## src/hdl/rcs_pkg.sv

```systemverilog
`default_nettype none

package rcs_pkg;

    localparam int MAX_COLS_DEF  = 1024;
    localparam int MAX_ROWS_DEF  = 1024;
    localparam int FRAC_BITS_DEF = 6;
    localparam int Q_DEPTH       = 2;

    localparam int CFG_IDX_W  = 4;
    localparam int CFG_DATA_W = 11;
    localparam int ROW_W      = 10;
    localparam int CENT_W     = 16;
    localparam int EDGE_ROW_W = 11;

    localparam logic [CFG_DATA_W-1:0] FRAME_COLS_RST = 11'd640;
    localparam logic [CFG_DATA_W-1:0] FRAME_ROWS_RST = 11'd480;
    localparam logic [7:0]            PIX_LIT        = 8'd255;
    localparam logic signed [EDGE_ROW_W-1:0] ROW_NONE = -11'sd1;

    typedef enum logic [CFG_IDX_W-1:0] {
        CFG_FRAME_COLS = 4'd0,
        CFG_FRAME_ROWS = 4'd1
    } cfg_reg_t;

    typedef enum logic [1:0] {
        BK_IDLE,
        BK_DIV,
        BK_HOLD
    } back_state_t;

    typedef struct packed {
        logic full;
        logic empty;
    } q_stat_t;

    function automatic int cnt_width(input int max_len);
        return $clog2(max_len + 1);
    endfunction

    function automatic int sum_width(input int max_cols);
        return $clog2(max_cols * (max_cols - 1) / 2 + 1);
    endfunction

    function automatic int job_width(input int max_cols);
        return ROW_W + 2 * EDGE_ROW_W + 2 + cnt_width(max_cols) + sum_width(max_cols);
    endfunction

endpackage

`default_nettype wire

```

## src/hdl/rcs_if.sv

```systemverilog
`default_nettype none

interface rcs_pix_if;
    import rcs_pkg::*;

    logic       valid;
    logic       ready;
    logic [7:0] pixel;

    modport source (output valid, output pixel, input ready);
    modport sink   (input valid, input pixel, output ready);
endinterface

interface rcs_res_if;
    import rcs_pkg::*;

    logic                         valid;
    logic                         ready;
    logic [ROW_W-1:0]             row_index;
    logic [CENT_W-1:0]            row_centroid;
    logic                         row_lit;
    logic                         scan_stopped;
    logic signed [EDGE_ROW_W-1:0] first_lit_row;
    logic signed [EDGE_ROW_W-1:0] last_lit_row;
    logic                         frame_done;

    modport source (
        output valid, output row_index, output row_centroid, output row_lit,
        output scan_stopped, output first_lit_row, output last_lit_row,
        output frame_done, input ready
    );
    modport sink (
        input valid, input row_index, input row_centroid, input row_lit,
        input scan_stopped, input first_lit_row, input last_lit_row,
        input frame_done, output ready
    );
endinterface

interface rcs_cfg_if;
    import rcs_pkg::*;

    logic                  valid;
    logic                  ready;
    logic [CFG_IDX_W-1:0]  index;
    logic [CFG_DATA_W-1:0] data;

    modport source (output valid, output index, output data, input ready);
    modport sink   (input valid, input index, input data, output ready);
endinterface

`default_nettype wire

```

## src/hdl/rcs_front.sv

```systemverilog
`default_nettype none

module rcs_front #(
    parameter int MAX_COLS = rcs_pkg::MAX_COLS_DEF,
    parameter int MAX_ROWS = rcs_pkg::MAX_ROWS_DEF
) (
    input  logic                            clk,
    input  logic                            rst_n,
    rcs_pix_if.sink                         pix,
    input  logic [rcs_pkg::CFG_DATA_W-1:0]  frame_cols,
    input  logic [rcs_pkg::CFG_DATA_W-1:0]  frame_rows,
    input  rcs_pkg::q_stat_t                q_stat,
    output logic                            push,
    output logic [rcs_pkg::job_width(MAX_COLS)-1:0] push_data
);
    import rcs_pkg::*;

    localparam int CW   = $clog2(MAX_COLS);
    localparam int RW   = $clog2(MAX_ROWS);
    localparam int CNTW = cnt_width(MAX_COLS);
    localparam int SW   = sum_width(MAX_COLS);
    localparam int RCW  = cnt_width(MAX_ROWS);
    localparam int LW   = (CNTW > CFG_DATA_W) ? CNTW : CFG_DATA_W;
    localparam int RLW  = (RCW > CFG_DATA_W) ? RCW : CFG_DATA_W;

    logic [CW-1:0]   col_reg, col_next;
    logic [RW-1:0]   row_reg, row_next;
    logic [SW-1:0]   sum_reg, sum_next;
    logic [CNTW-1:0] cnt_reg, cnt_next;
    logic [RW-1:0]   first_reg, first_next;
    logic            first_vld_reg, first_vld_next;
    logic [RW-1:0]   last_reg, last_next;
    logic            last_vld_reg, last_vld_next;
    logic            stop_reg, stop_next;

    logic            accept;
    logic            lit_px;
    logic [SW-1:0]   sum_add;
    logic [CNTW-1:0] cnt_add;
    logic [LW-1:0]   cols_cfg, cols_eff;
    logic [RLW-1:0]  rows_cfg, rows_eff;
    logic            row_end;
    logic            frame_end;
    logic            row_lit;
    logic [RW-1:0]   first_end, last_end;
    logic            first_vld_end, last_vld_end, stop_end;
    logic [EDGE_ROW_W-1:0] first_out, last_out;

    assign pix.ready = !q_stat.full;
    assign accept    = pix.valid && pix.ready;

    always_comb
    begin
        cols_cfg = LW'(frame_cols);
        if (cols_cfg == '0)
        begin
            cols_eff = LW'(1);
        end
        else if (cols_cfg > LW'(MAX_COLS))
        begin
            cols_eff = LW'(MAX_COLS);
        end
        else
        begin
            cols_eff = cols_cfg;
        end

        rows_cfg = RLW'(frame_rows);
        if (rows_cfg == '0)
        begin
            rows_eff = RLW'(1);
        end
        else if (rows_cfg > RLW'(MAX_ROWS))
        begin
            rows_eff = RLW'(MAX_ROWS);
        end
        else
        begin
            rows_eff = rows_cfg;
        end
    end

    always_comb
    begin
        lit_px    = !stop_reg && (pix.pixel == PIX_LIT);
        sum_add   = sum_reg + (lit_px ? SW'(col_reg) : SW'(0));
        cnt_add   = cnt_reg + CNTW'(lit_px);
        row_end   = (LW'(col_reg) + LW'(1)) >= cols_eff;
        frame_end = (RLW'(row_reg) + RLW'(1)) >= rows_eff;
        row_lit   = cnt_add != '0;

        first_end     = first_reg;
        first_vld_end = first_vld_reg;
        last_end      = last_reg;
        last_vld_end  = last_vld_reg;
        stop_end      = stop_reg;
        if (!stop_reg)
        begin
            if (row_lit)
            begin
                if (!first_vld_reg)
                begin
                    first_end     = row_reg;
                    first_vld_end = 1'b1;
                end
                else
                begin
                    last_end     = row_reg;
                    last_vld_end = 1'b1;
                end
            end
            else if (last_vld_reg)
            begin
                stop_end = 1'b1;
            end
        end

        first_out = first_vld_end ? EDGE_ROW_W'(first_end) : ROW_NONE;
        last_out  = last_vld_end ? EDGE_ROW_W'(last_end) : ROW_NONE;
    end

    assign push      = accept && row_end;
    assign push_data = {ROW_W'(row_reg), first_out, last_out, stop_end, frame_end,
                        cnt_add, sum_add};

    always_comb
    begin
        col_next       = col_reg;
        row_next       = row_reg;
        sum_next       = sum_reg;
        cnt_next       = cnt_reg;
        first_next     = first_reg;
        first_vld_next = first_vld_reg;
        last_next      = last_reg;
        last_vld_next  = last_vld_reg;
        stop_next      = stop_reg;
        if (accept)
        begin
            if (row_end)
            begin
                col_next = '0;
                sum_next = '0;
                cnt_next = '0;
                if (frame_end)
                begin
                    row_next       = '0;
                    first_vld_next = 1'b0;
                    last_vld_next  = 1'b0;
                    stop_next      = 1'b0;
                end
                else
                begin
                    row_next       = row_reg + RW'(1);
                    first_next     = first_end;
                    first_vld_next = first_vld_end;
                    last_next      = last_end;
                    last_vld_next  = last_vld_end;
                    stop_next      = stop_end;
                end
            end
            else
            begin
                col_next = col_reg + CW'(1);
                sum_next = sum_add;
                cnt_next = cnt_add;
            end
        end
    end

    always_ff @(posedge clk or negedge rst_n)
    begin
        if (!rst_n)
        begin
            col_reg       <= '0;
            row_reg       <= '0;
            sum_reg       <= '0;
            cnt_reg       <= '0;
            first_reg     <= '0;
            first_vld_reg <= 1'b0;
            last_reg      <= '0;
            last_vld_reg  <= 1'b0;
            stop_reg      <= 1'b0;
        end
        else
        begin
            col_reg       <= col_next;
            row_reg       <= row_next;
            sum_reg       <= sum_next;
            cnt_reg       <= cnt_next;
            first_reg     <= first_next;
            first_vld_reg <= first_vld_next;
            last_reg      <= last_next;
            last_vld_reg  <= last_vld_next;
            stop_reg      <= stop_next;
        end
    end

endmodule

`default_nettype wire

```

## src/hdl/rcs_queue.sv

```systemverilog
`default_nettype none

module rcs_queue #(
    parameter int WIDTH = 8,
    parameter int DEPTH = rcs_pkg::Q_DEPTH
) (
    input  logic             clk,
    input  logic             rst_n,
    input  logic             push,
    input  logic [WIDTH-1:0] push_data,
    input  logic             pop,
    output logic [WIDTH-1:0] pop_data,
    output rcs_pkg::q_stat_t stat
);
    import rcs_pkg::*;

    localparam int PW = (DEPTH > 1) ? $clog2(DEPTH) : 1;
    localparam int NW = $clog2(DEPTH + 1);

    logic [WIDTH-1:0] slot_reg [DEPTH];
    logic [PW-1:0]    wr_ptr_reg, wr_ptr_next;
    logic [PW-1:0]    rd_ptr_reg, rd_ptr_next;
    logic [NW-1:0]    fill_reg, fill_next;
    logic             do_push, do_pop;

    assign stat.full  = fill_reg == NW'(DEPTH);
    assign stat.empty = fill_reg == '0;
    assign do_push    = push && !stat.full;
    assign do_pop     = pop && !stat.empty;
    assign pop_data   = slot_reg[rd_ptr_reg];

    always_comb
    begin
        wr_ptr_next = wr_ptr_reg;
        rd_ptr_next = rd_ptr_reg;
        if (do_push)
        begin
            wr_ptr_next = (wr_ptr_reg == PW'(DEPTH - 1)) ? '0 : wr_ptr_reg + PW'(1);
        end
        if (do_pop)
        begin
            rd_ptr_next = (rd_ptr_reg == PW'(DEPTH - 1)) ? '0 : rd_ptr_reg + PW'(1);
        end
        fill_next = fill_reg + NW'(do_push) - NW'(do_pop);
    end

    always_ff @(posedge clk or negedge rst_n)
    begin
        if (!rst_n)
        begin
            wr_ptr_reg <= '0;
            rd_ptr_reg <= '0;
            fill_reg   <= '0;
        end
        else
        begin
            wr_ptr_reg <= wr_ptr_next;
            rd_ptr_reg <= rd_ptr_next;
            fill_reg   <= fill_next;
        end
    end

    always_ff @(posedge clk)
    begin
        if (do_push)
        begin
            slot_reg[wr_ptr_reg] <= push_data;
        end
    end

endmodule

`default_nettype wire

```

## src/hdl/rcs_back.sv

```systemverilog
`default_nettype none

module rcs_back #(
    parameter int MAX_COLS  = rcs_pkg::MAX_COLS_DEF,
    parameter int FRAC_BITS = rcs_pkg::FRAC_BITS_DEF
) (
    input  logic                                    clk,
    input  logic                                    rst_n,
    input  rcs_pkg::q_stat_t                        q_stat,
    input  logic [rcs_pkg::job_width(MAX_COLS)-1:0] q_data,
    output logic                                    pop,
    rcs_res_if.source                               res
);
    import rcs_pkg::*;

    localparam int CNTW = cnt_width(MAX_COLS);
    localparam int SW   = sum_width(MAX_COLS);
    localparam int NW   = SW + FRAC_BITS;
    localparam int SCW  = $clog2(NW + 1);

    back_state_t state_reg, state_next;

    logic [ROW_W-1:0]      j_row;
    logic [EDGE_ROW_W-1:0] j_first, j_last;
    logic                  j_stop, j_done;
    logic [CNTW-1:0]       j_cnt;
    logic [SW-1:0]         j_sum;

    logic [SCW-1:0]        step_reg;
    logic [NW-1:0]         num_reg;
    logic [CNTW-1:0]       rem_reg;
    logic [CNTW-1:0]       cnt_reg;
    logic [ROW_W-1:0]      row_reg;
    logic [EDGE_ROW_W-1:0] first_reg, last_reg;
    logic                  stop_reg, done_reg;

    logic                  out_vld_reg;
    logic [ROW_W-1:0]      out_row_reg;
    logic [CENT_W-1:0]     out_cent_reg;
    logic                  out_lit_reg;
    logic                  out_stop_reg;
    logic [EDGE_ROW_W-1:0] out_first_reg, out_last_reg;
    logic                  out_done_reg;

    logic                  load_out;
    logic [CNTW:0]         rem_sh;
    logic [CNTW:0]         rem_diff;
    logic                  q_bit;

    assign {j_row, j_first, j_last, j_stop, j_done, j_cnt, j_sum} = q_data;

    always_comb
    begin
        state_next = state_reg;
        unique case (state_reg)
            BK_IDLE:
            begin
                if (!q_stat.empty)
                begin
                    state_next = (j_cnt != '0) ? BK_DIV : BK_HOLD;
                end
            end
            BK_DIV:
            begin
                if (step_reg == SCW'(1))
                begin
                    state_next = BK_HOLD;
                end
            end
            BK_HOLD:
            begin
                if (!out_vld_reg || res.ready)
                begin
                    state_next = BK_IDLE;
                end
            end
            default:
            begin
                state_next = BK_IDLE;
            end
        endcase
    end

    always_comb
    begin
        pop      = 1'b0;
        load_out = 1'b0;
        unique case (state_reg)
            BK_IDLE:
            begin
                pop = !q_stat.empty;
            end
            BK_DIV:
            begin
            end
            BK_HOLD:
            begin
                load_out = !out_vld_reg || res.ready;
            end
            default:
            begin
            end
        endcase
    end

    always_comb
    begin
        rem_sh   = {rem_reg, num_reg[NW-1]};
        rem_diff = rem_sh - {1'b0, cnt_reg};
        q_bit    = rem_sh >= {1'b0, cnt_reg};
    end

    always_ff @(posedge clk or negedge rst_n)
    begin
        if (!rst_n)
        begin
            state_reg <= BK_IDLE;
        end
        else
        begin
            state_reg <= state_next;
        end
    end

    always_ff @(posedge clk)
    begin
        if (pop)
        begin
            num_reg   <= NW'(j_sum) << FRAC_BITS;
            rem_reg   <= '0;
            step_reg  <= SCW'(NW);
            cnt_reg   <= j_cnt;
            row_reg   <= j_row;
            first_reg <= j_first;
            last_reg  <= j_last;
            stop_reg  <= j_stop;
            done_reg  <= j_done;
        end
        else if (state_reg == BK_DIV)
        begin
            num_reg  <= NW'({num_reg, q_bit});
            rem_reg  <= q_bit ? CNTW'(rem_diff) : CNTW'(rem_sh);
            step_reg <= step_reg - SCW'(1);
        end
    end

    always_ff @(posedge clk or negedge rst_n)
    begin
        if (!rst_n)
        begin
            out_vld_reg <= 1'b0;
        end
        else if (load_out)
        begin
            out_vld_reg <= 1'b1;
        end
        else if (res.ready)
        begin
            out_vld_reg <= 1'b0;
        end
    end

    always_ff @(posedge clk)
    begin
        if (load_out)
        begin
            out_row_reg   <= row_reg;
            out_cent_reg  <= (cnt_reg != '0) ? CENT_W'(num_reg) : '0;
            out_lit_reg   <= cnt_reg != '0;
            out_stop_reg  <= stop_reg;
            out_first_reg <= first_reg;
            out_last_reg  <= last_reg;
            out_done_reg  <= done_reg;
        end
    end

    assign res.valid         = out_vld_reg;
    assign res.row_index     = out_row_reg;
    assign res.row_centroid  = out_cent_reg;
    assign res.row_lit       = out_lit_reg;
    assign res.scan_stopped  = out_stop_reg;
    assign res.first_lit_row = out_first_reg;
    assign res.last_lit_row  = out_last_reg;
    assign res.frame_done    = out_done_reg;

endmodule

`default_nettype wire

```

## src/hdl/row_centroid_scanner.sv

```systemverilog
// Row centroid scanner.
// pix: one pixel byte per beat in raster order; a byte of 255 is a lit pixel.
// res: one beat per finished row with the row's mean lit column (Q10.6 by
//   default, truncated), lit and stopped flags, the frame's first and last lit
//   rows so far (-1 for none; last counts only lit rows after the first) and a flag on the frame's last row.
// cfg: writes frame_cols (index 0) and frame_rows (index 1); always ready.
//   Write only while no row result is outstanding.
// Pixels are taken at one per cycle while the job queue has room. The row-end
// beat queues a job; a restoring divider finishes it one quotient bit per
// cycle, NW quotient bits in all, where NW is the column-sum width plus
// FRAC_BITS (25 at the defaults). The divider works on one job at a time, so
// short rows are paced by it; an empty row skips the division.
// Reset: frame_cols 640, frame_rows 480, counters clear, first and last lit
// rows none, nothing stopped.
// A stalled res holds its beat; once the two-entry job queue is full pix
// drops ready until a job leaves the queue.
`default_nettype none

module row_centroid_scanner #(
    parameter int MAX_COLS  = rcs_pkg::MAX_COLS_DEF,
    parameter int MAX_ROWS  = rcs_pkg::MAX_ROWS_DEF,
    parameter int FRAC_BITS = rcs_pkg::FRAC_BITS_DEF
) (
    input  logic       clk,
    input  logic       rst_n,
    rcs_pix_if.sink    pix,
    rcs_res_if.source  res,
    rcs_cfg_if.sink    cfg
);
    import rcs_pkg::*;

    localparam int JW = job_width(MAX_COLS);

    logic [CFG_DATA_W-1:0] frame_cols_reg;
    logic [CFG_DATA_W-1:0] frame_rows_reg;

    q_stat_t       q_stat;
    logic          push;
    logic [JW-1:0] push_data;
    logic          pop;
    logic [JW-1:0] pop_data;

    assign cfg.ready = 1'b1;

    always_ff @(posedge clk or negedge rst_n)
    begin
        if (!rst_n)
        begin
            frame_cols_reg <= FRAME_COLS_RST;
            frame_rows_reg <= FRAME_ROWS_RST;
        end
        else if (cfg.valid && cfg.ready)
        begin
            unique case (cfg.index)
                CFG_FRAME_COLS:
                begin
                    frame_cols_reg <= cfg.data;
                end
                CFG_FRAME_ROWS:
                begin
                    frame_rows_reg <= cfg.data;
                end
                default:
                begin
                end
            endcase
        end
    end

    rcs_front #(
        .MAX_COLS (MAX_COLS),
        .MAX_ROWS (MAX_ROWS)
    ) u_front (
        .clk        (clk),
        .rst_n      (rst_n),
        .pix        (pix),
        .frame_cols (frame_cols_reg),
        .frame_rows (frame_rows_reg),
        .q_stat     (q_stat),
        .push       (push),
        .push_data  (push_data)
    );

    rcs_queue #(
        .WIDTH (JW),
        .DEPTH (Q_DEPTH)
    ) u_queue (
        .clk       (clk),
        .rst_n     (rst_n),
        .push      (push),
        .push_data (push_data),
        .pop       (pop),
        .pop_data  (pop_data),
        .stat      (q_stat)
    );

    rcs_back #(
        .MAX_COLS  (MAX_COLS),
        .FRAC_BITS (FRAC_BITS)
    ) u_back (
        .clk    (clk),
        .rst_n  (rst_n),
        .q_stat (q_stat),
        .q_data (pop_data),
        .pop    (pop),
        .res    (res)
    );

    a_no_push_full: assert property (@(posedge clk) disable iff (!rst_n)
        !(push && q_stat.full))
        else $error("row job pushed into a full queue");

    a_no_pop_empty: assert property (@(posedge clk) disable iff (!rst_n)
        !(pop && q_stat.empty))
        else $error("row job popped from an empty queue");

    a_stopped_dark: assert property (@(posedge clk) disable iff (!rst_n)
        res.valid && res.scan_stopped |-> !res.row_lit && (res.row_centroid == '0))
        else $error("stopped row reports a lit centroid");

    a_lit_has_first: assert property (@(posedge clk) disable iff (!rst_n)
        res.valid && res.row_lit |-> (res.first_lit_row != ROW_NONE))
        else $error("lit row without a first lit row");

endmodule

`default_nettype wire

```

## src/flat_wrapper.sv

```systemverilog
// flat-port wrapper written by rule: the top's interface ports become plain ports
module row_centroid_scanner_flat import rcs_pkg::*;
#(
    parameter int MAX_COLS  = rcs_pkg::MAX_COLS_DEF,
    parameter int MAX_ROWS  = rcs_pkg::MAX_ROWS_DEF,
    parameter int FRAC_BITS = rcs_pkg::FRAC_BITS_DEF
)
  (clk, rst_n, pix_valid, pix_pixel, pix_ready, res_valid, res_row_index, res_row_centroid, res_row_lit, res_scan_stopped, res_first_lit_row, res_last_lit_row, res_frame_done, res_ready, cfg_valid, cfg_index, cfg_data, cfg_ready);
  rcs_pix_if pix_i ();
  rcs_res_if res_i ();
  rcs_cfg_if cfg_i ();
  input  logic clk;
  input  logic rst_n;
  input wire logic [$bits(pix_i.valid)-1:0] pix_valid;
  input wire logic [$bits(pix_i.pixel)-1:0] pix_pixel;
  output wire logic [$bits(pix_i.ready)-1:0] pix_ready;
  output wire logic [$bits(res_i.valid)-1:0] res_valid;
  output wire logic [$bits(res_i.row_index)-1:0] res_row_index;
  output wire logic [$bits(res_i.row_centroid)-1:0] res_row_centroid;
  output wire logic [$bits(res_i.row_lit)-1:0] res_row_lit;
  output wire logic [$bits(res_i.scan_stopped)-1:0] res_scan_stopped;
  output wire logic [$bits(res_i.first_lit_row)-1:0] res_first_lit_row;
  output wire logic [$bits(res_i.last_lit_row)-1:0] res_last_lit_row;
  output wire logic [$bits(res_i.frame_done)-1:0] res_frame_done;
  input wire logic [$bits(res_i.ready)-1:0] res_ready;
  input wire logic [$bits(cfg_i.valid)-1:0] cfg_valid;
  input wire logic [$bits(cfg_i.index)-1:0] cfg_index;
  input wire logic [$bits(cfg_i.data)-1:0] cfg_data;
  output wire logic [$bits(cfg_i.ready)-1:0] cfg_ready;
  assign pix_i.valid = pix_valid;
  assign pix_i.pixel = pix_pixel;
  assign pix_ready = pix_i.ready;
  assign res_valid = res_i.valid;
  assign res_row_index = res_i.row_index;
  assign res_row_centroid = res_i.row_centroid;
  assign res_row_lit = res_i.row_lit;
  assign res_scan_stopped = res_i.scan_stopped;
  assign res_first_lit_row = res_i.first_lit_row;
  assign res_last_lit_row = res_i.last_lit_row;
  assign res_frame_done = res_i.frame_done;
  assign res_i.ready = res_ready;
  assign cfg_i.valid = cfg_valid;
  assign cfg_i.index = cfg_index;
  assign cfg_i.data = cfg_data;
  assign cfg_ready = cfg_i.ready;
  row_centroid_scanner #(.MAX_COLS(MAX_COLS), .MAX_ROWS(MAX_ROWS), .FRAC_BITS(FRAC_BITS)) u_core (.clk(clk), .rst_n(rst_n), .pix(pix_i), .res(res_i), .cfg(cfg_i));
endmodule
```

## config.mk

```make
export PLATFORM = sky130hd
export DESIGN_NAME = row_centroid_scanner_flat
export DESIGN_NICKNAME = d
export VERILOG_FILES = /design/src/hdl/rcs_pkg.sv /design/src/hdl/rcs_if.sv /design/src/hdl/rcs_front.sv /design/src/hdl/rcs_queue.sv /design/src/hdl/rcs_back.sv /design/src/hdl/row_centroid_scanner.sv /design/src/flat_wrapper.sv
export SDC_FILE = /design/constraint.sdc
export NUM_CORES = 1
export LEC_CHECK = 0
export CAP_MARGIN = 25
export CORE_ASPECT_RATIO = 2
export CORE_MARGIN = 5
export CORE_UTILIZATION = 45
export DETAILED_ROUTE_END_ITERATION = 12
export DONT_BUFFER_PORTS = 1
export HOLD_SLACK_MARGIN = 0.08
export PLACE_DENSITY = 0.65
export RECOVER_POWER = 100
export SLEW_MARGIN = 20
export SYNTH_ARGS = -nofsm -noshare
export SYNTH_HDL_FRONTEND = slang
export SYNTH_SLANG_ARGS = --single-unit
export TNS_END_PERCENT = 50
```

## constraint.sdc

```tcl
create_clock -name clk -period 6.6 [get_ports clk]
set_clock_uncertainty 0.05 [all_clocks]
set_input_delay 0.66 -clock clk [delete_from_list [all_inputs] [get_ports clk]]
set_output_delay 0.66 -clock clk [all_outputs]
set_load 0.05 [all_outputs]
```

[Word level (Yosys, flattened, before mapping)]
Memory sizes are Yosys's and may differ from the RTL's.
Index checks and enable logic that the tools add are counted.
W data, S select, Z words.
Word-level totals
  register bits after elaboration: 239
  RAM bits: 128
  input port bits: 28
  output and inout bits: 54
  logic and storage cells: 130
  memories kept: 1
Operators by class
  add/sub/neg operators: 12
  $lt $le $gt $ge: 5
  equal/unequal tests: 9
  multiplexer cells: 44
  bitwise logic cells: 1
  reduce and logical (&&, ||, !) cells: 25
Memories
  u_core.u_queue.slot_reg: words 2, width 64, read ports 1, clocked after memory_dff 0, write ports 1, RTL line rcs_queue.sv:20  | logic [WIDTH-1:0] slot_reg [DEPTH];
Operator list (count)
  $mux W10: 9
  $mux W11: 8
  $mux W25: 2
  $reduce_bool A11 Y1: 3
  $add A10 B1 Y11 const B: 2
  $ge A11 B11 Y1: 2
  $gt A11 B11 Y1 const B: 2
  $logic_not A11 Y1: 2
  $add A10 B1 Y10 const B: 2
  $add A19 B10 Y19: 1
  $mux W1: 19
  $mux W19: 1
  $ge A12 B11 Y1: 1
  $add A11 B1 Y11: 1
  $sub A11 B11 Y11: 1
  $eq A8 B8 Y1 const B: 1
  $mux W2: 4
  $ne A2 B2 Y1 const B: 3
  $pmux W2 S3: 1
  $reduce_and A2 Y1: 3
  $reduce_and A3 Y1: 2
  $eq A5 B1 Y1 const B: 1
  $logic_and A1 B1 Y1: 5
  $sub A5 B1 Y5 const B: 1
  12 further kinds: 19

[Depth between registers and ports, before layout]
Gate-level depths: netlist of the first run.
  depth in word-level cells: 8
  mapped depth: 18
  gate-level depth less buffers: 16

[By module]
A second synthesis of the first run with hierarchy kept.
Second synthesis, totals
  cell total of the unflattened synthesis: 1186
  area, all modules: 16428.3 sq um
By module, submodules not included
  rcs_back: instances 1, cells each 360, area each 5373.9 sq um, sequential area each 3968.8 sq um
  rcs_front: instances 1, cells each 558, area each 5127.4 sq um, sequential area each 1826.8 sq um
  rcs_queue: instances 1, cells each 217, area each 5022.3 sq um, sequential area each 3943.8 sq um
  row_centroid_scanner: instances 1, cells each 51, area each 904.6 sq um, sequential area each 558.0 sq um

[Worst setup path before layout of the first run]
No wires, ideal clock.
  path kind: reg-to-reg
  from: reg u_core.u_front.col_reg[2]
  to: mem u_core.u_queue.slot_reg[0][0] (netlist bit), enable pin
  setup time: 0.487 ns
  arrival: 5.084 ns
  data required time: 6.063 ns
  setup slack: 0.980 ns
  cell stages (with the launch flop): 14
  buffers on the path: 2
  period minus slack after synthesis: 5.620 ns
  path through: dfrtp_1 and3_1 and3_1 clkbuf_1 xor2_1 ha_1 nand4_1 and3_1 o21ai_0 a31oi_1 nor2_1 inv_1 buf_1 nor2_1
Between the ends
  longest elaborated chain between the ends: 6
RTL lines
  start, declared: RTL line rcs_front.sv:26  | logic [CW-1:0] col_reg, col_next;
  start signal, assigned: RTL line rcs_front.sv:186  | col_reg <= col_next;
  $add A10 B1 Y11: RTL line rcs_front.sv:88  | row_end = (LW'(col_reg) + LW'(1)) >= cols_eff;
  $ge A11 B11 Y1: RTL line rcs_front.sv:88
  $logic_and A1 B1 Y1: RTL line rcs_front.sv:122  | assign push = accept && row_end;
  $logic_and A1 B1 Y1: RTL line rcs_queue.sv:28  | assign do_push = push && !stat.full;
  $mux W1: RTL line rcs_queue.sv:65  | if (do_push)
  $mux W1 (implied by the code): RTL line rcs_queue.sv:67  | slot_reg[wr_ptr_reg] <= push_data;
  end, declared: RTL line rcs_queue.sv:20
Every way passes these cells.

[Final worst setup path of the first run]
  from: reg u_core.u_front.col_reg[0]
  to: mem u_core.u_queue.slot_reg[1][0] (netlist bit), enable pin
Same word-level chain as after synthesis.

==> tab_implementation.tex, run 1 <==
\begin{tabular}{lr}
\hline
Metric & Value \\
\hline
\multicolumn{2}{l}{\textbf{Job}} \\
Maximum Capacitance Violations & 7 \\
\multicolumn{2}{l}{\textbf{Route}} \\
DR iter-0 viols & about 550 \\
Vias after detailed routing & 9138 \\
Count of antenna-violating nets left after detailed routing & 0 \\
Post-DR wirelength/cell & 18.2 µm \\
Detailed-route DRC error count & 0 \\
DR vias/cell & 5.56 \\
DRT Wirelength & 30000 µm \\
First-pass DRT Iterations & 6 \\
\multicolumn{2}{l}{\textbf{Layout}} \\
Share of post-route cells with drive strength above 1 & 10.9\% \\
Number of fillers in the final layout & slightly below 3000 \\
Post-Route Utilization & 49.4\% \\
Sequential standard cell area & 0.0103 mm² \\
Commonest cells after routing, fill and taps aside & sky130\_fd\_sc\_hd\_\_edfxtp\_1 (243), sky130\_fd\_sc\_hd\_\_nand2\_1 (99), sky130\_fd\_sc\_hd\_\_dfrtp\_1 (96), sky130\_fd\_sc\_hd\_\_mux2\_2 (69), sky130\_fd\_sc\_hd\_\_o21ai\_0 (60) \\
Area taken by multi-input logic gates & approximately 0.0052 mm² \\
Number of nets in the layout & around 1300 \\
Largest register FFs & 128 \\
Post-route standard cell area excluding fillers & around 0.017 mm² \\
\# diodes & 0 \\
Most common library cell in the layout ignoring fill and taps & sky130\_fd\_sc\_hd\_\_edfxtp\_1 \\
Area growth from synthesis to layout & 8.68\% \\
Final non-filler cell total & 1644 \\
\multicolumn{2}{l}{\textbf{Floorplan}} \\
Core region area & 0.0351 mm² \\
Effective utilization at floorplan & 45.5\% \\
Top-level port count & between 80 and 90 \\
Die Area & 0.0396 mm² \\
Num rows & 97 \\
Die Ht & around 280 µm \\
Die W & 143 µm \\
\multicolumn{2}{l}{\textbf{CTS}} \\
Maximum clock path buffer count & 3 \\
H-tree depth & 1 \\
Clock tree root driver cell & sky130\_fd\_sc\_hd\_\_clkbuf\_16 \\
TritonCTS clock tree & built \\
Clock insertion delay at the later pin of the skew report & $\sim$0.57 ns \\
Clock sink count & 367 \\
CTS buffer count & 30 \\
CTS clk-pin slew, worst paths & 0.07 ns \\
\multicolumn{2}{l}{\textbf{Timing}} \\
Final Hold Violating Endpoints & 0 \\
Worst rel slew slack & -110\% \\
Ratio of final minimum period to clock period & approximately four fifths \\
Worst setup margin & 1.37 ns \\
Final Slew Violations & 321 \\
Slew of the pin with the lowest slew margin & 3.14 ns \\
Fin Setup TNS & 0 ns \\
Peak clock frequency supported by timing & about 0.19 GHz \\
Setup repair after global routing missed its margin & no \\
Final min period & about 5.2 ns \\
Final-report setup violation count & 0 \\
\multicolumn{2}{l}{\textbf{Power and ir drop}} \\
IR drop worst, VDD & 0.225 mV \\
Static leakage power & 6.74 nW \\
Power per standard cell area & 428 mW/mm² \\
\multicolumn{2}{l}{\textbf{Synthesis}} \\
Net count after synthesis & 1267 \\
Cell Area, Synth & 0.0160 mm² \\
EDFF count, synth & 243 \\
FF+latch count, synth & 367 \\
Mean instance size in the synthesized netlist & 13.5 µm² \\
Ys async rst share & 27.8\% \\
Synth Instances & 1186 \\
Count of cell types in the netlist & between 60 and 70 \\
Part of the Yosys area used for sequential elements & 64.5\% \\
Cell types occupying the most area after synthesis & sky130\_fd\_sc\_hd\_\_edfxtp\_1 (46\%), sky130\_fd\_sc\_hd\_\_dfrtp\_1 (15\%), sky130\_fd\_sc\_hd\_\_mux2\_2 (5.4\%), sky130\_fd\_sc\_hd\_\_ha\_1 (4.0\%), sky130\_fd\_sc\_hd\_\_dfxtp\_1 (2.8\%) \\
Area share of the leading cell type in the synthesized netlist & a little under half \\
Commonest register cell after synthesis & sky130\_fd\_sc\_hd\_\_edfxtp\_1 \\
Biggest area consumer among synthesized cells & sky130\_fd\_sc\_hd\_\_edfxtp\_1 \\
Number of synthesis warnings & 0 \\
\multicolumn{2}{l}{\textbf{Critical path}} \\
CP Launch Type & flip-flop \\
Data required time at the worst endpoint & about 6.8 ns \\
Startpoint-to-endpoint class of the critical path & reg -> reg \\
Cell depth of the worst flop-to-flop path & 12 \\
Critical Path Fanout Max & 36 \\
Launching point of the worst reg2reg path & u\_core.u\_front.col\_reg[0] \\
Worst setup path startpoint & u\_core.u\_front.col\_reg[0] \\
R2R Path End & u\_core.u\_queue.slot\_reg[1][0] \\
Endpoint type of the worst setup path & flip-flop \\
Setup slack of the worst register-to-register path & $\sim$1.4 ns \\
Data arrival at the endpoint of the critical path & roughly 5.4 ns \\
\multicolumn{2}{l}{\textbf{GRT}} \\
Initial antenna violation count & 0 \\
First-pass GRT wire length & a little under 50000 µm \\
Vias in the first global route & 9267 \\
Maximum number of pins on one net before global-route repair & 103 \\
Global routing usage summed across all routing layers & 15.3\% \\
Overflow left after global routing & 0 \\
\multicolumn{2}{l}{\textbf{Hold path}} \\
Class of the most critical hold timing path & in -> reg \\
Depth of the worst hold-timing path & 2 \\
Min-Delay Startpoint & cfg\_data[10] \\
Worst-case hold path end point & u\_core.frame\_cols\_reg[10] \\
\multicolumn{2}{l}{\textbf{Placed design}} \\
Post-placement cell area & 0.0164 mm² \\
Setup slack at placement & 1.64 ns \\
Input/output buffers & 0 \\
Total half-perimeter wirelength after legalization and detailed placement & 20400 µm \\
Placed Cells incl. Taps & 1585 \\
GP Congestion & 0.844 \\
\multicolumn{2}{l}{\textbf{Run status}} \\
Failing checks & capacitance limit, slew limit \\
Run status & finished with violations \\
\hline
\end{tabular}
cell type report:
cell class	instances	share of cell area, %
Multi-Input combinational cell	723	30.2
Clock inverter	12	1.02
Inverter	40	0.866
Tap cell	445	3.21
Clock buffer	44	4.81
Sequential cell	367	59.4
Timing Repair Buffer	13	0.548
where the power goes:
group          internal, mW  switching [mW]
combinational         0.713            1.13
clock                  1.04           0.798
sequential             3.20           0.545
total                  4.95            2.47
repair_timing:
action / in CTS / in global routing
endpoints found under the hold margin: 102 / 0
setup endpoints to repair: 0 / 0
setup buffers: 0 / 0
hold buffers: 2 / 0
resized for setup: 0 / 0
cell usage after synthesis, types with 6 or more instances:
cell                        number
sky130_fd_sc_hd__mux2_2         77
sky130_fd_sc_hd__nor3b_1        10
sky130_fd_sc_hd__and2_1         30
sky130_fd_sc_hd__edfxtp_1      243
sky130_fd_sc_hd__or3_1           6
sky130_fd_sc_hd__dfstp_2         6
sky130_fd_sc_hd__xnor2_1        42
sky130_fd_sc_hd__a31oi_1        16
sky130_fd_sc_hd__dfrtp_1        96
sky130_fd_sc_hd__dfxtp_1        22
sky130_fd_sc_hd__a22o_1         28
sky130_fd_sc_hd__ha_1           51
sky130_fd_sc_hd__a2bb2oi_1      10
sky130_fd_sc_hd__nor3_1         13
sky130_fd_sc_hd__inv_1          39
sky130_fd_sc_hd__nand3_1        23
sky130_fd_sc_hd__a21oi_1        37
sky130_fd_sc_hd__nor2_1         53
sky130_fd_sc_hd__mux2_4         11
sky130_fd_sc_hd__nor4_1         11
sky130_fd_sc_hd__mux2i_1        19
sky130_fd_sc_hd__a222oi_1        8
sky130_fd_sc_hd__a21o_1         13
sky130_fd_sc_hd__clkbuf_1       46
sky130_fd_sc_hd__nand2b_1       13
sky130_fd_sc_hd__o22ai_1         6
sky130_fd_sc_hd__o21ai_0        60
sky130_fd_sc_hd__nand4_1         9
sky130_fd_sc_hd__xor2_1         14
sky130_fd_sc_hd__and3_1         12
sky130_fd_sc_hd__nand2_1        98
sky130_fd_sc_hd__nor2b_1         9
cells by family (layout without fill, tap and decap cells):
group / Yosys count / in the layout / share of synthesized area (%)
AO/OA/AOI/OAI: 208 / 208 / 8.84
XOR/XNOR: 56 / 56 / 3.07
adder cells (fa/ha/maj): 53 / 53 / 4.25
buffers and inverters: 96 / 109 / 2.36
flip-flops: 367 / 367 / 64.5
multiplexers: 107 / 107 / 7.66
other: 1 / 1 / 0.0235
AND/OR/NAND/NOR: 298 / 298 / 9.27
metrics by stage:
stage / hold slack (ns) / total power, mW
floorplan: 0.314 / 5.12
global placement: 0.322 / 5.59
detailed placement: 0.323 / 5.65
CTS: 0.144 / 7.51
global route: 0.167 / 7.87
finish: 0.176 / 7.42
per-layer routing:
metal  GRT usage [%]  vias up  routed length (µm)  part of all wire, %
li1                -     4363                   -                    -
met1            18.2     4555               11500                   38
met2            27.8      169               16500                   55
met3            2.37       51                1180                  3.9
met4            5.34        0                 851                  2.8
met5               0        -                   0                    0
worst max-delay path, cell delays in order (launching register included):
cell                      delay, ns
sky130_fd_sc_hd__dfrtp_1       0.47
sky130_fd_sc_hd__ha_1          0.29
sky130_fd_sc_hd__nand3_1       0.21
sky130_fd_sc_hd__nor2_1        0.18
sky130_fd_sc_hd__xor2_1        0.24
sky130_fd_sc_hd__ha_1          0.21
sky130_fd_sc_hd__o211a_1       0.20
sky130_fd_sc_hd__o21ai_0       0.09
sky130_fd_sc_hd__nand2_1       0.08
sky130_fd_sc_hd__a31oi_1       0.05
sky130_fd_sc_hd__nor2_1        0.31
sky130_fd_sc_hd__and2_0        1.84
sky130_fd_sc_hd__buf_4         0.61
worst max-delay path by stage:
stage,to,slack (ns),depth (start not counted)
final,u_core.u_queue.slot_reg[1][0],1.37,12
after global routing,u_core.u_queue.slot_reg[1][6],0.84,12
after CTS,u_core.u_front.first_reg[8],1.91,11
after detailed placement,u_core.u_front.first_reg[6],1.64,12
after global placement,u_core.u_front.first_reg[7],1.69,12
after floorplan,u_core.u_queue.slot_reg[0][0],0.98,13
(Power assumes the default switching activity.)
==> run 2: changes to the inputs <==
--- a/config.mk
+++ b/config.mk
@@ -12,7 +12,7 @@
 export DETAILED_ROUTE_END_ITERATION = 12
 export DONT_BUFFER_PORTS = 1
 export HOLD_SLACK_MARGIN = 0.08
-export PLACE_DENSITY = 0.65
+export PLACE_DENSITY = 0.67
 export RECOVER_POWER = 100
 export SLEW_MARGIN = 20
 export SYNTH_ARGS = -nofsm -noshare
==> constraint.sdc (replaced) <==
create_clock -name clk -period 4.8 [get_ports clk]
set_clock_uncertainty 0.05 [all_clocks]
set_input_delay 0.48 -clock clk [delete_from_list [all_inputs] [get_ports clk]]
set_output_delay 0.48 -clock clk [all_outputs]
set_load 0.05 [all_outputs]
==> run 2 against run 1 <==
  * The run still ends with capacitance limit, slew limit left
  * Clock power up 40%
  * Hold slack worse by 0.057 ns
  * Register-to-register slack worse by 0.78 ns
  * Non-clock buffer count up 15
  * Highest routed layer unchanged
==> tab_implementation.tex, run 2 (same netlist as run 1, synthesis figures left out) <==
\begin{tabular}{lr}
\hline
Metric & Value \\
\hline
\multicolumn{2}{l}{\textbf{Run status}} \\
Failing checks & capacitance limit, slew limit \\
Run status & finished with violations \\
\multicolumn{2}{l}{\textbf{GRT}} \\
Global routing usage summed across all routing layers & roughly 15\% \\
Overflow left after global routing & 0 \\
First-pass GRT wire length & 49000 µm \\
Initial antenna violation count & 0 \\
Vias in the first global route & 9459 \\
Maximum number of pins on one net before global-route repair & 103 \\
\multicolumn{2}{l}{\textbf{Placed design}} \\
Placed Cells incl. Taps & 1589 \\
Total half-perimeter wirelength after legalization and detailed placement & 20700 µm \\
Input/output buffers & 0 \\
GP Congestion & 0.904 \\
\multicolumn{2}{l}{\textbf{Timing}} \\
Worst rel slew slack & -76.0\% \\
Final-report setup violation count & 0 \\
Slew of the pin with the lowest slew margin & 2.64 ns \\
Final Hold Violating Endpoints & 0 \\
Final min period & about 4.2 ns \\
Setup repair after global routing missed its margin & no \\
Fin Setup TNS & 0 ns \\
Final Slew Violations & 217 \\
Ratio of final minimum period to clock period & 87.6\% \\
Peak clock frequency supported by timing & 0.238 GHz \\
\multicolumn{2}{l}{\textbf{Layout}} \\
Final non-filler cell total & 1659 \\
\# diodes & 0 \\
Most common library cell in the layout ignoring fill and taps & sky130\_fd\_sc\_hd\_\_edfxtp\_1 \\
Largest register FFs & 128 \\
Area growth from synthesis to layout & 9.61\% \\
Share of post-route cells with drive strength above 1 & 11.7\% \\
Number of fillers in the final layout & 2943 \\
Number of nets in the layout & roughly 1300 \\
Commonest cells after routing, fill and taps aside & sky130\_fd\_sc\_hd\_\_edfxtp\_1 (243), sky130\_fd\_sc\_hd\_\_nand2\_1 (99), sky130\_fd\_sc\_hd\_\_dfrtp\_1 (96), sky130\_fd\_sc\_hd\_\_mux2\_2 (72), sky130\_fd\_sc\_hd\_\_o21ai\_0 (60) \\
\multicolumn{2}{l}{\textbf{Route}} \\
Post-DR wirelength/cell & 18.3 µm \\
Count of antenna-violating nets left after detailed routing & 0 \\
DR vias/cell & 5.49 \\
Detailed-route DRC error count & 0 \\
First-pass DRT Iterations & 5 \\
DR iter-0 viols & 521 \\
Vias after detailed routing & 9112 \\
DRT Wirelength & 30400 µm \\
\multicolumn{2}{l}{\textbf{Critical path}} \\
Data required time at the worst endpoint & 4.93 ns \\
Max stage delay on crit path & around 0.90 ns \\
Startpoint-to-endpoint class of the critical path & reg -> reg \\
CP Launch Type & flip-flop \\
Number of logic stages on the critical path including buffering & 11 \\
Top cell family by delay on the critical path & simple AND/OR/NAND/NOR gates \\
Cell depth of the worst flop-to-flop path & 11 \\
Number of buffers and inverters on the critical path & 1 \\
Setup slack of the worst register-to-register path & 0.59 ns \\
Critical Path Fanout Max & 44 \\
Ordered cell list for the critical path & ha\_1, nand3\_1, xnor2\_1, ha\_1, nand4\_1, and3\_1, o21ai\_0, a31oi\_1, nor2\_1, and2\_2, buf\_2 \\
Data arrival at the endpoint of the critical path & 4.34 ns \\
Endpoint type of the worst setup path & flip-flop \\
Cell at the slowest stage of the critical path & sky130\_fd\_sc\_hd\_\_buf\_2 \\
Cell with the most instances on the worst path & sky130\_fd\_sc\_hd\_\_ha\_1 \\
\multicolumn{2}{l}{\textbf{CTS}} \\
CTS buffer count & 30 \\
Maximum clock path buffer count & 3 \\
Post-CTS sizing & 0 \\
Clock insertion delay at the later pin of the skew report & approximately 0.56 ns \\
CTS clk-pin slew, worst paths & 0.07 ns \\
Clock sink count & 367 \\
H-tree depth & 1 \\
TritonCTS clock tree & built \\
Clock tree root driver cell & sky130\_fd\_sc\_hd\_\_clkbuf\_16 \\
\multicolumn{2}{l}{\textbf{Job}} \\
Maximum Capacitance Violations & 4 \\
\multicolumn{2}{l}{\textbf{Hold path}} \\
Depth of the worst hold-timing path & 2 \\
Class of the most critical hold timing path & in -> reg \\
\multicolumn{2}{l}{\textbf{Power and ir drop}} \\
Power per standard cell area & roughly 600 mW/mm² \\
Static leakage power & 6.81 nW \\
IR drop worst, VDD & between 0.3 and 0.4 mV \\
Overall Power & 10.3 mW \\
\multicolumn{2}{l}{\textbf{Floorplan}} \\
Core region area & 0.0351 mm² \\
Effective utilization at floorplan & 45.5\% \\
Top-level port count & 82 \\
Die Area & between 0.03 and 0.04 mm² \\
Die Ht & 276 µm \\
Die W & 143 µm \\
Num rows & 97 \\
\hline
\end{tabular}
run 2: timing repair:
item	4_1_cts	5_1_grt
setup buffers	0	0
endpoints found under the hold margin	124	0
hold buffers	13	0
run 2: routing by layer:
metal  up-vias  track usage [%]  part of all wire [%]
met5         -                0                     0
met4         0             6.20                   3.5
met3        60             1.92                   2.8
met2       155             28.0                    55
met1      4516             17.5                    39
li1       4381                -                     -
run 2: final timing paths:
check,end,startpoint
worst min-delay path,u_core.u_back.res.valid,res_ready
worst max register to register,u_core.u_queue.slot_reg[1][1],u_core.u_front.col_reg[0]
worst min register to register,u_core.u_back.res.last_lit_row[1],u_core.u_back.last_reg[1]
max in group asynchronous,u_core.u_front.sum_reg[6],rst_n
worst max-delay path,u_core.u_queue.slot_reg[1][1],u_core.u_front.col_reg[0]
min in group asynchronous,u_core.frame_rows_reg[10],rst_n
run 2: report_power, final:
group,internal (mW),leakage [nW],switching (mW)
registers,4.38,3.79,0.759
logic,1.01,2.52,1.58
clock network,1.47,0.499,1.11
run 2: per-stage QoR:
| stage | worst slack, ns | area (µm²) | util [%] | hold WS [ns] |
|---|---|---|---|---|
| floorplan | 0.253 | 16000 | - | 0.134 |
| global placement | 0.912 | 16500 | 46.9 | 0.142 |
| detailed placement | 0.796 | 16500 | 46.9 | 0.142 |
| CTS | 0.757 | 17600 | 50.3 | 0.0931 |
| global route | 0.246 | 17500 | 49.9 | 0.102 |
| finish | 0.594 | 17500 | 49.9 | 0.120 |
run 2: final cells by class:
class                           count  area [µm²]  share of cell area, %
Tap cell                          445         557                   3.18
Clock inverter                     18         228                   1.30
Sequential cell                   367       10300                   58.9
Inverter                           40         150                  0.858
Timing Repair Buffer               28         203                   1.16
Multi-Input combinational cell    723        5250                   30.0
Clock buffer                       38         812                   4.64
